--- src/rtl/rieasm_pkg.sv ---
// Shared types, codes and format tables for the RIE operand text assembler.
package rieasm_pkg;

	localparam int unsigned WORD_W  = 48;
	localparam int unsigned VALUE_W = 16;

	localparam logic [7:0] CHAR_COMMA = 8'h2C;

	localparam logic [2:0] ST_OK      = 3'd0;
	localparam logic [2:0] ST_HEX     = 3'd1;
	localparam logic [2:0] ST_LEN     = 3'd2;
	localparam logic [2:0] ST_MISSING = 3'd3;
	localparam logic [2:0] ST_EXTRA   = 3'd4;

	localparam logic [2:0] FMT_A      = 3'd0;
	localparam logic [2:0] FMT_B      = 3'd1;
	localparam logic [2:0] FMT_C      = 3'd2;
	localparam logic [2:0] FMT_D      = 3'd3;
	localparam logic [2:0] FMT_E      = 3'd4;
	localparam logic [2:0] FMT_F      = 3'd5;
	localparam logic [2:0] FMT_G      = 3'd6;
	localparam logic [2:0] FMT_UNUSED = 3'd7;

	typedef struct packed {
		logic [7:0]  text_char;
		logic        end_of_text;
		logic [2:0]  format_select;
		logic [15:0] opcode_value;
	} rieasm_in_t;

	typedef struct packed {
		logic [WORD_W-1:0] instruction_word;
		logic [2:0]        status;
	} rieasm_out_t;

	// number of operand fields of a sub-format
	function automatic logic [2:0] fmt_len(input logic [2:0] fmt);
		logic [2:0] len;
		unique case (fmt)
			FMT_A, FMT_D, FMT_E, FMT_G: len = 3'd3;
			FMT_B, FMT_C:               len = 3'd4;
			FMT_F:                      len = 3'd5;
			default:                    len = 3'd0;
		endcase
		return len;
	endfunction

	// digit limit of a field
	function automatic logic [2:0] field_digits(input logic [2:0] fmt, input logic [3:0] phase);
		logic [2:0] d;
		d = 3'd1;
		unique case (fmt)
			FMT_A, FMT_G: if (phase == 4'd1) d = 3'd4;
			FMT_B:        if (phase == 4'd3) d = 3'd4;
			FMT_C: begin
				if (phase == 4'd1) d = 3'd2;
				if (phase == 4'd3) d = 3'd4;
			end
			FMT_D, FMT_E: if (phase == 4'd2) d = 3'd4;
			FMT_F:        if (phase >= 4'd2) d = 3'd2;
			default:      d = 3'd0;
		endcase
		return d;
	endfunction

	// bit position of a field in the instruction word
	function automatic logic [5:0] field_shift(input logic [2:0] fmt, input logic [3:0] phase);
		logic [5:0] s;
		s = 6'd0;
		unique case (phase)
			4'd0: s = 6'd36;
			4'd1: begin
				if (fmt == FMT_A || fmt == FMT_G) s = 6'd16;
				else if (fmt == FMT_C)            s = 6'd8;
				else                              s = 6'd32;
			end
			4'd2: begin
				if (fmt == FMT_A || fmt == FMT_B)      s = 6'd12;
				else if (fmt == FMT_C || fmt == FMT_G) s = 6'd32;
				else if (fmt == FMT_F)                 s = 6'd24;
				else                                   s = 6'd16;
			end
			4'd3: s = 6'd16;
			4'd4: s = 6'd8;
			default: s = 6'd0;
		endcase
		return s;
	endfunction

	// {is_hex, nibble}
	function automatic logic [4:0] hex_decode(input logic [7:0] c);
		logic [4:0] r;
		r = 5'd0;
		if (c >= 8'h30 && c <= 8'h39)      r = {1'b1, 4'(c - 8'h30)};
		else if (c >= 8'h41 && c <= 8'h46) r = {1'b1, 4'(c - 8'h37)};
		else if (c >= 8'h61 && c <= 8'h66) r = {1'b1, 4'(c - 8'h57)};
		return r;
	endfunction

endpackage

--- src/rtl/rie_operand_text_assembler_unit.sv ---
// Top level of the RIE operand text assembler: input register, field logic, result register.
// Usage:
//   The input channel (in_valid/in_ready/in_data) takes one operand character per word,
//   with the sub-format and opcode alongside. A word with end_of_text set closes the
//   instruction and produces exactly one result word on the output channel
//   (out_valid/out_ready/out_data): the packed 48-bit instruction and a status code.
//   Character words produce no result.
//   Throughput: one input word per cycle. A character is decoded, checked and folded into
//   the field state from the input register; the field and word registers feed back only
//   into themselves, so back-to-back words need no bubbles.
//   Path: an accepted end word is held in the input register, then its result is held in
//   the result register.
//   Stall: when out_ready is low the result register holds. Character words keep flowing;
//   an end word waits in the input register until the result register frees, and in_ready
//   drops behind it.
//   Reset: arst_n clears both pipeline valids, the error latch and all field state.
//   After each end word the field state returns to its reset value.
module rie_operand_text_assembler_unit (
	input  logic                     clk,
	input  logic                     arst_n,
	input  logic                     in_valid,
	output logic                     in_ready,
	input  rieasm_pkg::rieasm_in_t   in_data,
	output logic                     out_valid,
	input  logic                     out_ready,
	output rieasm_pkg::rieasm_out_t  out_data
);
	import rieasm_pkg::*;

	rieasm_in_t        in_s1;
	logic              valid_s1;

	logic [3:0]        phase_q;
	logic [2:0]        count_q;
	logic [15:0]       value_q;
	logic              bad_q;
	logic [2:0]        err_q;
	logic [WORD_W-1:0] word_q;

	logic              out_valid_q;
	rieasm_out_t       out_data_q;

	logic              out_free;
	logic              s1_go;
	logic              step;

	logic [2:0]        len;
	logic [2:0]        digits;
	logic [5:0]        shift;
	logic [15:0]       mask;
	logic [4:0]        hex;
	logic              phase_done;
	logic [WORD_W-1:0] field_bits;
	logic [WORD_W-1:0] placed_word;

	logic [3:0]        n_phase;
	logic [2:0]        n_count;
	logic [15:0]       n_value;
	logic              n_bad;
	logic [2:0]        n_err;
	logic [WORD_W-1:0] n_word;
	logic [2:0]        end_status;
	logic [WORD_W-1:0] end_word;

	assign out_free = !out_valid_q || out_ready;
	assign s1_go    = !in_s1.end_of_text || out_free;
	assign step     = valid_s1 && s1_go;
	assign in_ready = !valid_s1 || s1_go;

	assign out_valid = out_valid_q;
	assign out_data  = out_data_q;

	always_comb begin
		len        = fmt_len(in_s1.format_select);
		digits     = field_digits(in_s1.format_select, phase_q);
		shift      = field_shift(in_s1.format_select, phase_q);
		hex        = hex_decode(in_s1.text_char);
		phase_done = (phase_q >= {1'b0, len});
		unique case (digits)
			3'd1:    mask = 16'h000F;
			3'd2:    mask = 16'h00FF;
			3'd3:    mask = 16'h0FFF;
			3'd4:    mask = 16'hFFFF;
			default: mask = 16'h0000;
		endcase
		field_bits  = WORD_W'(value_q & mask) << shift;
		placed_word = word_q | field_bits;
	end

	// next field state for a character word
	always_comb begin
		n_phase = phase_q;
		n_count = count_q;
		n_value = value_q;
		n_bad   = bad_q;
		n_err   = err_q;
		n_word  = word_q;
		if (err_q != ST_OK) begin
			n_err = err_q;
		end else if (in_s1.format_select == FMT_UNUSED) begin
			n_err = ST_MISSING;
		end else if (phase_done) begin
			n_err = ST_EXTRA;
		end else if (in_s1.text_char == CHAR_COMMA) begin
			if (count_q == 3'd0) begin
				n_err = ST_MISSING;
			end else if (bad_q) begin
				n_err = ST_HEX;
			end else begin
				n_word  = placed_word;
				n_phase = phase_q + 4'd1;
				n_count = 3'd0;
				n_value = 16'd0;
				n_bad   = 1'b0;
				if ((phase_q + 4'd1) >= {1'b0, len}) n_err = ST_EXTRA;
			end
		end else if (count_q >= digits) begin
			n_err = ST_LEN;
		end else begin
			n_count = count_q + 3'd1;
			if (!hex[4]) n_bad = 1'b1;
			else         n_value = {value_q[11:0], hex[3:0]};
		end
	end

	// result for an end word
	always_comb begin
		end_status = err_q;
		end_word   = word_q;
		if (err_q == ST_OK) begin
			if (in_s1.format_select == FMT_UNUSED) begin
				end_status = ST_MISSING;
			end else if (phase_done) begin
				end_status = ST_OK;
			end else if ((phase_q + 4'd1) == {1'b0, len}) begin
				if (count_q == 3'd0)  end_status = ST_MISSING;
				else if (bad_q)       end_status = ST_HEX;
				else                  end_word   = placed_word;
			end else begin
				end_status = ST_MISSING;
			end
		end
		if (end_status == ST_OK)
			end_word = end_word | {in_s1.opcode_value[15:8], 32'd0, in_s1.opcode_value[7:0]};
		else
			end_word = '0;
	end

	always_ff @(posedge clk or negedge arst_n) begin
		if (!arst_n) begin
			valid_s1 <= 1'b0;
		end else if (in_ready) begin
			valid_s1 <= in_valid;
		end
	end

	always_ff @(posedge clk) begin
		if (in_ready && in_valid) in_s1 <= in_data;
	end

	always_ff @(posedge clk or negedge arst_n) begin
		if (!arst_n) begin
			phase_q <= '0;
			count_q <= '0;
			value_q <= '0;
			bad_q   <= 1'b0;
			err_q   <= ST_OK;
			word_q  <= '0;
		end else if (step) begin
			if (in_s1.end_of_text) begin
				phase_q <= '0;
				count_q <= '0;
				value_q <= '0;
				bad_q   <= 1'b0;
				err_q   <= ST_OK;
				word_q  <= '0;
			end else begin
				phase_q <= n_phase;
				count_q <= n_count;
				value_q <= n_value;
				bad_q   <= n_bad;
				err_q   <= n_err;
				word_q  <= n_word;
			end
		end
	end

	always_ff @(posedge clk or negedge arst_n) begin
		if (!arst_n) begin
			out_valid_q <= 1'b0;
		end else if (step && in_s1.end_of_text) begin
			out_valid_q <= 1'b1;
		end else if (out_ready) begin
			out_valid_q <= 1'b0;
		end
	end

	// hold the result word until taken
	always_ff @(posedge clk) begin
		if (step && in_s1.end_of_text) begin
			out_data_q.instruction_word <= end_word;
			out_data_q.status           <= end_status;
		end
	end

endmodule

--- config.mk ---
export PLATFORM = sky130hd
export DESIGN_NAME = rie_operand_text_assembler_unit
export DESIGN_NICKNAME = d
export VERILOG_FILES = /design/src/rtl/rieasm_pkg.sv /design/src/rtl/rie_operand_text_assembler_unit.sv
export SDC_FILE = /design/constraint.sdc
export NUM_CORES = 1
export LEC_CHECK = 0
export BUFFER_PORTS_ARGS = -buffer_cell sky130_fd_sc_hd__buf_2
export CAP_MARGIN = 20
export CORE_UTILIZATION = 56
export DETAILED_ROUTE_END_ITERATION = 16
export PLACE_DENSITY = 0.78
export SLEW_MARGIN = 20
export SYNTH_ARGS = -nofsm -noshare
export SYNTH_HDL_FRONTEND = slang
export SYNTH_SLANG_ARGS = --single-unit
--- constraint.sdc ---
create_clock -name clk -period 8.7 [get_ports clk]
set_input_delay 0 -clock clk [delete_from_list [all_inputs] [get_ports clk]]
set_output_delay 0 -clock clk [all_outputs]
set_load 0.01 [all_outputs]
==> key figures, run 1 <==
Finish
  – Synth-to-Final Area Change: 18.1%
  – Core utilization of the finished layout: 0.687
  – Fraction of final layout cells with drive strength greater than 1: 0.197
  – Final #Nets: 850
  – Diodes inserted: 0
  – Final non-filler cell area: 9200 sq um
  – Most frequent standard cell in the layout excluding fill and tap cells: sky130_fd_sc_hd__buf_2
  – Commonest non-fill, non-tap cells in the layout: sky130_fd_sc_hd__buf_2 (84), sky130_fd_sc_hd__edfxtp_1 (79), sky130_fd_sc_hd__dfrtp_1 (77), sky130_fd_sc_hd__nand2_1 (65), sky130_fd_sc_hd__nor2_1 (54)
  – Non-filler cells, final: 987

Drt
  – Number of design-rule violations left by the first detailed-router iteration: 591
  – Antenna-violating nets left: 0
  – WL final: 20100 um
  – Drt first pass iters: 5
  – Routed wire per std cell: 20.4 um
  – Vias per Instance: 6.29
  – Remaining DRCs: 0
  – Via Count: 6210

Floorplan
  – Top-level port count: 85
  – Starting utilization of the core area: 0.581
  – Core Region: 13400 sq um
  – Die Height: 120 um
  – Die area: 14400 sq um
  – Site Rows: 42
  – Horizontal die dimension: 120 um

Placed design
  – Placed instance area: 8290 sq um
  – Dpl cells: 923
  – GP Congestion: 0.916
  – HPWL after DPL: 13800 um
  – Port bufs: 84

Setup path
  – Crit path cell chain: inv_1, ha_1, mux2_2, a221oi_1, nor3_1, a21oi_1, ha_1, nand2b_1, a21o_1, a211o_1, or4_1, nor3_4, a22o_1
  – Startpoint type of the worst setup path: flop
  – Endpoint kind of the worst setup timing path: flop
  – Worst r2r path cells: 13
  – Crit path top cell by count: sky130_fd_sc_hd__ha_1
  – Maximum net fanout on the critical path: 16
  – Start point of the critical path: phase_q[0]
  – Data arrival time of the critical path: 4.38 ns
  – Critical-path cell with the highest stage delay: sky130_fd_sc_hd__or4_1
  – Worst path required time: 9.05 ns
  – Maximum single-stage delay on the critical path: 0.53 ns
  – Critical path class: flop to flop
  – Beginning of the worst register-to-register path: phase_q[0]
  – Register-to-register setup slack: 4.67 ns

Synth
  – YS warnings: 0
  – Post-Synthesis Mean Instance Area: 11.2 sq um
  – Total of flip-flops plus latches after synthesis: 156
  – Number of distinct library cell variants in the gate-level netlist after synthesis: 82
  – Post-synthesis net count: 748
  – Main area contributors after synthesis: sky130_fd_sc_hd__edfxtp_1 (30%), sky130_fd_sc_hd__dfrtp_1 (25%), sky130_fd_sc_hd__ha_1 (3.2%), sky130_fd_sc_hd__nand2_1 (3.1%), sky130_fd_sc_hd__o21ai_0 (3.0%)
  – Async set-or-reset flop fraction in the synthesized netlist: 0.494
  – Netlist area before placement: 7790 sq um
  – Fraction of post-synthesis cell area in the top cell type by area: 0.305
  – Number of flops mapped to enable cells by yosys: 79
  – Cell type contributing the most total cell area after synthesis: sky130_fd_sc_hd__edfxtp_1
  – Instance count of the mapped netlist: 696
  – Synth Flop Type: sky130_fd_sc_hd__edfxtp_1
  – Share of synthesized area occupied by flip-flops and latches: 0.552

Timing
  – Final max-slew violation count: 0
  – Number of endpoints failing setup at the final stage: 0
  – Setup Skew: 0.0104 ns
  – Relative slew slack: 0.370
  – Unrepaired setup endpoints after global routing: no
  – Highest clock frequency the design can meet: 248 MHz
  – Final hold viol count: 0
  – Final worst-path cycle share: 0.463
  – Min Hold Slack: 0.206 ns
  – Transition at the pin with the smallest max-transition slack: 0.937 ns
  – Sum of negative setup slack: 0 ns
  – Time the final worst path needs with I/O delays and setup: 4.03 ns

Power
  – Internal Dissipation: 1470 uW
  – Portion of total power attributed to combinational logic: 0.287
  – Power density over cell area: 245 nW/um^2
  – Leak: 0.00369 uW
  – Switching power: 789 uW
  – Clock network power share: 0.322
  – Proportion of total power due to net switching: 0.350
  – Worst ir drop on vdd: 0.000218 V
  – Reg power frac: 0.391

Clock network
  – Number of CTS-inserted buffers: 17
  – Clock latency on the worst-skew pair: 0.42 ns
  – Number of sinks handled by clock tree synthesis: 156
  – Depth of the CTS H-tree: 4
  – Post-cts gate resize count: 0
  – Clock tree from TritonCTS: yes
  – Setup repair bufs after CTS: 0
  – CTS max path bufs: 2
  – Master cell of the clock root buffer: sky130_fd_sc_hd__clkbuf_16
  – Clock slew at reported path FFs: 0.06 ns

Flow run
  – Max-cap viol count: 0

GRT
  – Total global routing track utilization: 0.292
  – Largest net degree at the start of global routing: 78
  – Initial antenna violation count: 0
  – Via count of the first global-routing pass: 6031
  – First-pass GRT wire length: 31900 um
  – Total congestion overflow: 0

Status
  – Result of the run: complete, no violations

Min path
  – Path category of the worst min-delay check: input pin to asynchronous set/reset pin
-- synth_stat cells (5+ instances only) --
| library cell | instances |
|---|---|
| sky130_fd_sc_hd__ha_1 | 20 |
| sky130_fd_sc_hd__nand3_1 | 11 |
| sky130_fd_sc_hd__o31ai_1 | 6 |
| sky130_fd_sc_hd__buf_2 | 8 |
| sky130_fd_sc_hd__a31oi_1 | 12 |
| sky130_fd_sc_hd__a221oi_1 | 13 |
| sky130_fd_sc_hd__a2bb2oi_1 | 6 |
| sky130_fd_sc_hd__inv_1 | 20 |
| sky130_fd_sc_hd__a32oi_1 | 6 |
| sky130_fd_sc_hd__a22o_1 | 24 |
| sky130_fd_sc_hd__nor2_1 | 54 |
| sky130_fd_sc_hd__o22ai_1 | 12 |
| sky130_fd_sc_hd__mux2_2 | 5 |
| sky130_fd_sc_hd__nor2b_1 | 7 |
| sky130_fd_sc_hd__xnor2_1 | 6 |
| sky130_fd_sc_hd__o21a_1 | 6 |
| sky130_fd_sc_hd__a221o_1 | 8 |
| sky130_fd_sc_hd__a21oi_1 | 40 |
| sky130_fd_sc_hd__clkbuf_1 | 23 |
| sky130_fd_sc_hd__dfrtp_1 | 77 |
| sky130_fd_sc_hd__nor3_1 | 9 |
| sky130_fd_sc_hd__nand2b_1 | 9 |
| sky130_fd_sc_hd__and2_1 | 9 |
| sky130_fd_sc_hd__mux2i_1 | 6 |
| sky130_fd_sc_hd__edfxtp_1 | 79 |
| sky130_fd_sc_hd__a41oi_1 | 6 |
| sky130_fd_sc_hd__a211oi_1 | 5 |
| sky130_fd_sc_hd__o21ai_1 | 6 |
| sky130_fd_sc_hd__and3_1 | 11 |
| sky130_fd_sc_hd__nand2_1 | 65 |
| sky130_fd_sc_hd__o21ai_0 | 47 |
-- sequential cells by signal, summed over array words and instances, names as in the netlist --
name and cells:
valid_s1 1, in_s1 28, value_q 16, phase_q 4, err_q 3, bad_q 1
out_valid 1, word_q 48, count_q 3, out_data 51
-- worst max-delay path, delay by kind of cell (launching register included) --
family | cells | cell delay, ns
fa+ha+maj | 2 | 0.59
mux | 1 | 0.30
compound gates | 5 | 1.23
flops | 1 | 0.45
simple gates | 4 | 1.23
buf+inv | 1 | 0.14
-- layer usage --
metal / track usage / part of all wire / vias to the layer above
li1: - / - / 2849
met1: 0.388 / 0.42 / 3014
met2: 0.476 / 0.49 / 312
met3: 0.0599 / 0.071 / 35
met4: 0.106 / 0.018 / 0
met5: 0 / 0 / -
-- layout make-up --
class	instances	area, sq um
multi-input cells	481	3240
flip-flops and latches	156	4300
inverters	21	78.8
clock buffers	24	503
fillers	985	4200
well taps	176	220
clock inverters	8	80.1
repair buffers	121	782
-- per-stage QoR --
step,power (uW),setup WS [ns]
6_report,2260,4.67
5_1_grt,2350,4.42
4_1_cts,2240,4.68
3_5_place_dp,1510,4.71
3_3_place_gp,1490,4.79
2_1_floorplan,1340,5.22
-- cell families after synthesis --
| logic type | after synthesis | synth area share |
|---|---|---|
| compound gates | 224 | 0.208 |
| xor+xnor | 8 | 0.00900 |
| fa+ha+maj | 20 | 0.0321 |
| buf+inv | 59 | 0.0333 |
| flops | 156 | 0.552 |
| mux | 11 | 0.0149 |
| simple gates | 218 | 0.150 |
-- power groups by stage --
stage / Combinational [uW] / Sequential (uW) / Clock, uW
6_report: 647 / 882 / 728
5_1_grt: 703 / 887 / 760
4_1_cts: 630 / 881 / 734
3_5_place_dp: 614 / 894 / 0
3_3_place_gp: 597 / 892 / 0
2_1_floorplan: 452 / 884 / 0
-- path summary, 6_finish.rpt --
kind                               to
setup / recovery           value_q[7]
hold / removal               err_q[0]
setup reg to reg           value_q[7]
hold reg to reg            word_q[46]
max in group asynchronous       bad_q
min in group clk            in_s1[23]
-- what timing repair did --
action | 4_1_cts | 5_1_grt
setup endpoints to repair | 0 | 0
hold endpoints to repair | 107 | 0
hold buffers | 32 | 0
Power figures use the tool's default switching activity.
==> run 2: changes to the inputs <==
clock period = 3.85 ns   (was 8.7 ns; I/O delays follow)
==> key figures, run 2 (same netlist as run 1, synthesis figures left out) <==
Placed design
  – Dpl cells: 942
  – HPWL after DPL: 14300 um
  – GP Congestion: 0.930
  – Port bufs: 84
  – Placed instance area: 8440 sq um

Finish
  – Commonest non-fill, non-tap cells in the layout: sky130_fd_sc_hd__buf_2 (84), sky130_fd_sc_hd__edfxtp_1 (79), sky130_fd_sc_hd__dfrtp_1 (76), sky130_fd_sc_hd__nand2_1 (65), sky130_fd_sc_hd__nor2_1 (54)
  – Sequential cell area: 4300 sq um
  – Diodes inserted: 0
  – Largest register FFs: 51
  – Number of filler instances in the final layout: 943
  – Area taken by multi-input logic gates: 3240 sq um
  – Fraction of final layout cells with drive strength greater than 1: 0.220
  – Non-filler cells, final: 1006
  – Final #Nets: 869
  – Core utilization of the finished layout: 0.700
  – Synth-to-Final Area Change: 20.4%
  – Most frequent standard cell in the layout excluding fill and tap cells: sky130_fd_sc_hd__buf_2
  – Final non-filler cell area: 9380 sq um

Timing
  – Relative slew slack: 0.472
  – Final worst-path cycle share: 0.923
  – Number of endpoints failing setup at the final stage: 0
  – Unrepaired setup endpoints after global routing: no
  – Time the final worst path needs with I/O delays and setup: 3.56 ns
  – Final max-slew violation count: 0
  – Highest clock frequency the design can meet: 281 MHz
  – Setup Skew: 0.00980 ns
  – Transition at the pin with the smallest max-transition slack: 0.793 ns
  – Sum of negative setup slack: 0 ns
  – Final hold viol count: 0

Flow run
  – Max-cap viol count: 0

Setup path
  – Crit path cell chain: inv_1, ha_2, mux2_2, a221oi_1, nor3_1, a21oi_1, ha_1, nand2b_1, a21o_1, a211o_1, or4_1, nor3_4, buf_12, a22o_1
  – Worst path required time: 4.21 ns
  – Maximum net fanout on the critical path: 16
  – Data arrival time of the critical path: 3.92 ns
  – Critical path class: flop to flop
  – Startpoint type of the worst setup path: flop
  – Maximum single-stage delay on the critical path: 0.55 ns
  – Endpoint kind of the worst setup timing path: flop
  – Family with the most delay on the worst path: compound AO/OA/AOI/OAI gates
  – Critical-path cell with the highest stage delay: sky130_fd_sc_hd__or4_1
  – Crit path buf inv count: 2

GRT
  – Initial antenna violation count: 0
  – Via count of the first global-routing pass: 6284
  – Routing usage on met2: 0.486
  – Met3 track demand over resource in global routing: 0.0646
  – Total global routing track utilization: 0.299
  – Largest net degree at the start of global routing: 37
  – First-pass GRT wire length: 32800 um
  – Grt peak-use layer: met2
  – Routing usage on met1: 0.396
  – Total congestion overflow: 0

Floorplan
  – Top-level port count: 85
  – Horizontal die dimension: 120 um
  – Core Region: 13400 sq um
  – Die area: 14400 sq um
  – Starting utilization of the core area: 0.581
  – Die Height: 120 um
  – Site Rows: 42

Clock network
  – Master cell of the clock root buffer: sky130_fd_sc_hd__clkbuf_16
  – Clock latency on the worst-skew pair: 0.43 ns
  – Number of CTS-inserted buffers: 17
  – Clock tree from TritonCTS: yes
  – Depth of the CTS H-tree: 4
  – Clock slew at reported path FFs: 0.07 ns
  – CTS max path bufs: 2
  – Setup repair bufs after CTS: 0
  – Number of sinks handled by clock tree synthesis: 156

Drt
  – Antenna-violating nets left: 0
  – Via Count: 6263
  – Drt first pass iters: 5
  – Vias per Instance: 6.23
  – Routed wire per std cell: 20.1 um
  – Remaining DRCs: 0
  – Number of design-rule violations left by the first detailed-router iteration: 689
  – WL final: 20200 um

Min path
  – Path category of the worst min-delay check: input pin to asynchronous set/reset pin

Power
  – Leak: 0.00380 uW
  – Internal Dissipation: 3390 uW
  – Proportion of total power due to net switching: 0.352
  – Reg power frac: 0.383
  – Power density over cell area: 557 nW/um^2
  – Clock network power share: 0.327
  – Worst ir drop on vdd: 0.000355 V
  – Switching power: 1840 uW
  – Total power: 5220 uW
  – Portion of total power attributed to combinational logic: 0.290

Status
  – Result of the run: complete, no violations
==> run 2: cell types whose count changed in the layout (fill, tap and decap cells not counted), sizes merged <==
cell and change:
clkbuf -5, bufinv +1, clkinvlp -1, inv +5, buf +19
==> run 2: routing by layer <==
metal	share of wire	wire [um]
met5	0	0
met4	0.021	430
met3	0.068	1380
met2	0.49	9830
met1	0.43	8610
==> run 2: per-stage QoR <==
step	hold slack (ns)	worst slack, ns
5_1_grt	0.0277	0.0335
4_1_cts	0.0110	0.0867
2_1_floorplan	-0.296	0.373
3_3_place_gp	-0.0795	0.236
6_report	0.00628	0.295
3_5_place_dp	-0.0695	0.119
==> run 2: power groups by stage <==
stage | sequential, uW | clock, uW | combinational, uW
after floorplan | 2000 | 0 | 1020
after global placement | 2020 | 0 | 1410
after detailed placement | 2020 | 0 | 1430
after CTS | 1990 | 1720 | 1470
after global routing | 2010 | 1790 | 1650
final | 2000 | 1710 | 1510
==> run 2: area by class of cell <==
cell class,instances,share of cell area
multi-input combinational,481,0.345
clock inverter,13,0.0163
clock buffer,19,0.0483
timing repair buffer,140,0.0996
inverter,21,0.00841
tap,176,0.0235
sequential,156,0.459
==> run 2: path summary, 6_finish.rpt <==
path | start | endpoint | slack [ns] | depth (start not counted)
setup reg to reg | phase_q[0] | value_q[6] | 0.29 | 14
min in group clk | in_data[17] | in_s1[17] | 0.27 | 2
hold reg to reg | word_q[15] | word_q[15] | 0.49 | 2
setup / recovery | phase_q[0] | value_q[6] | 0.29 | 14
max in group asynchronous | arst_n | word_q[41] | 3.03 | 3
hold / removal | arst_n | phase_q[0] | 0.006 | 2
==> run 2: worst register-to-register path, cell delays in order, from the launching register on <==
cell	delay, ns
sky130_fd_sc_hd__dfrtp_2	0.43
sky130_fd_sc_hd__inv_1	0.11
sky130_fd_sc_hd__ha_2	0.27
sky130_fd_sc_hd__mux2_2	0.28
sky130_fd_sc_hd__a221oi_1	0.25
sky130_fd_sc_hd__nor3_1	0.07
sky130_fd_sc_hd__a21oi_1	0.16
sky130_fd_sc_hd__ha_1	0.24
sky130_fd_sc_hd__nand2b_1	0.14
sky130_fd_sc_hd__a21o_1	0.17
sky130_fd_sc_hd__a211o_1	0.35
sky130_fd_sc_hd__or4_1	0.55
sky130_fd_sc_hd__nor3_4	0.18
sky130_fd_sc_hd__buf_12	0.17
sky130_fd_sc_hd__a22o_1	0.13
==> run 2: repair_timing <==
item / 4_1_cts / 5_1_grt
setup endpoints to repair: 0 / 19
hold endpoints to repair: 107 / 0
gates resized for setup: 0 / 3
hold buffers: 32 / 0
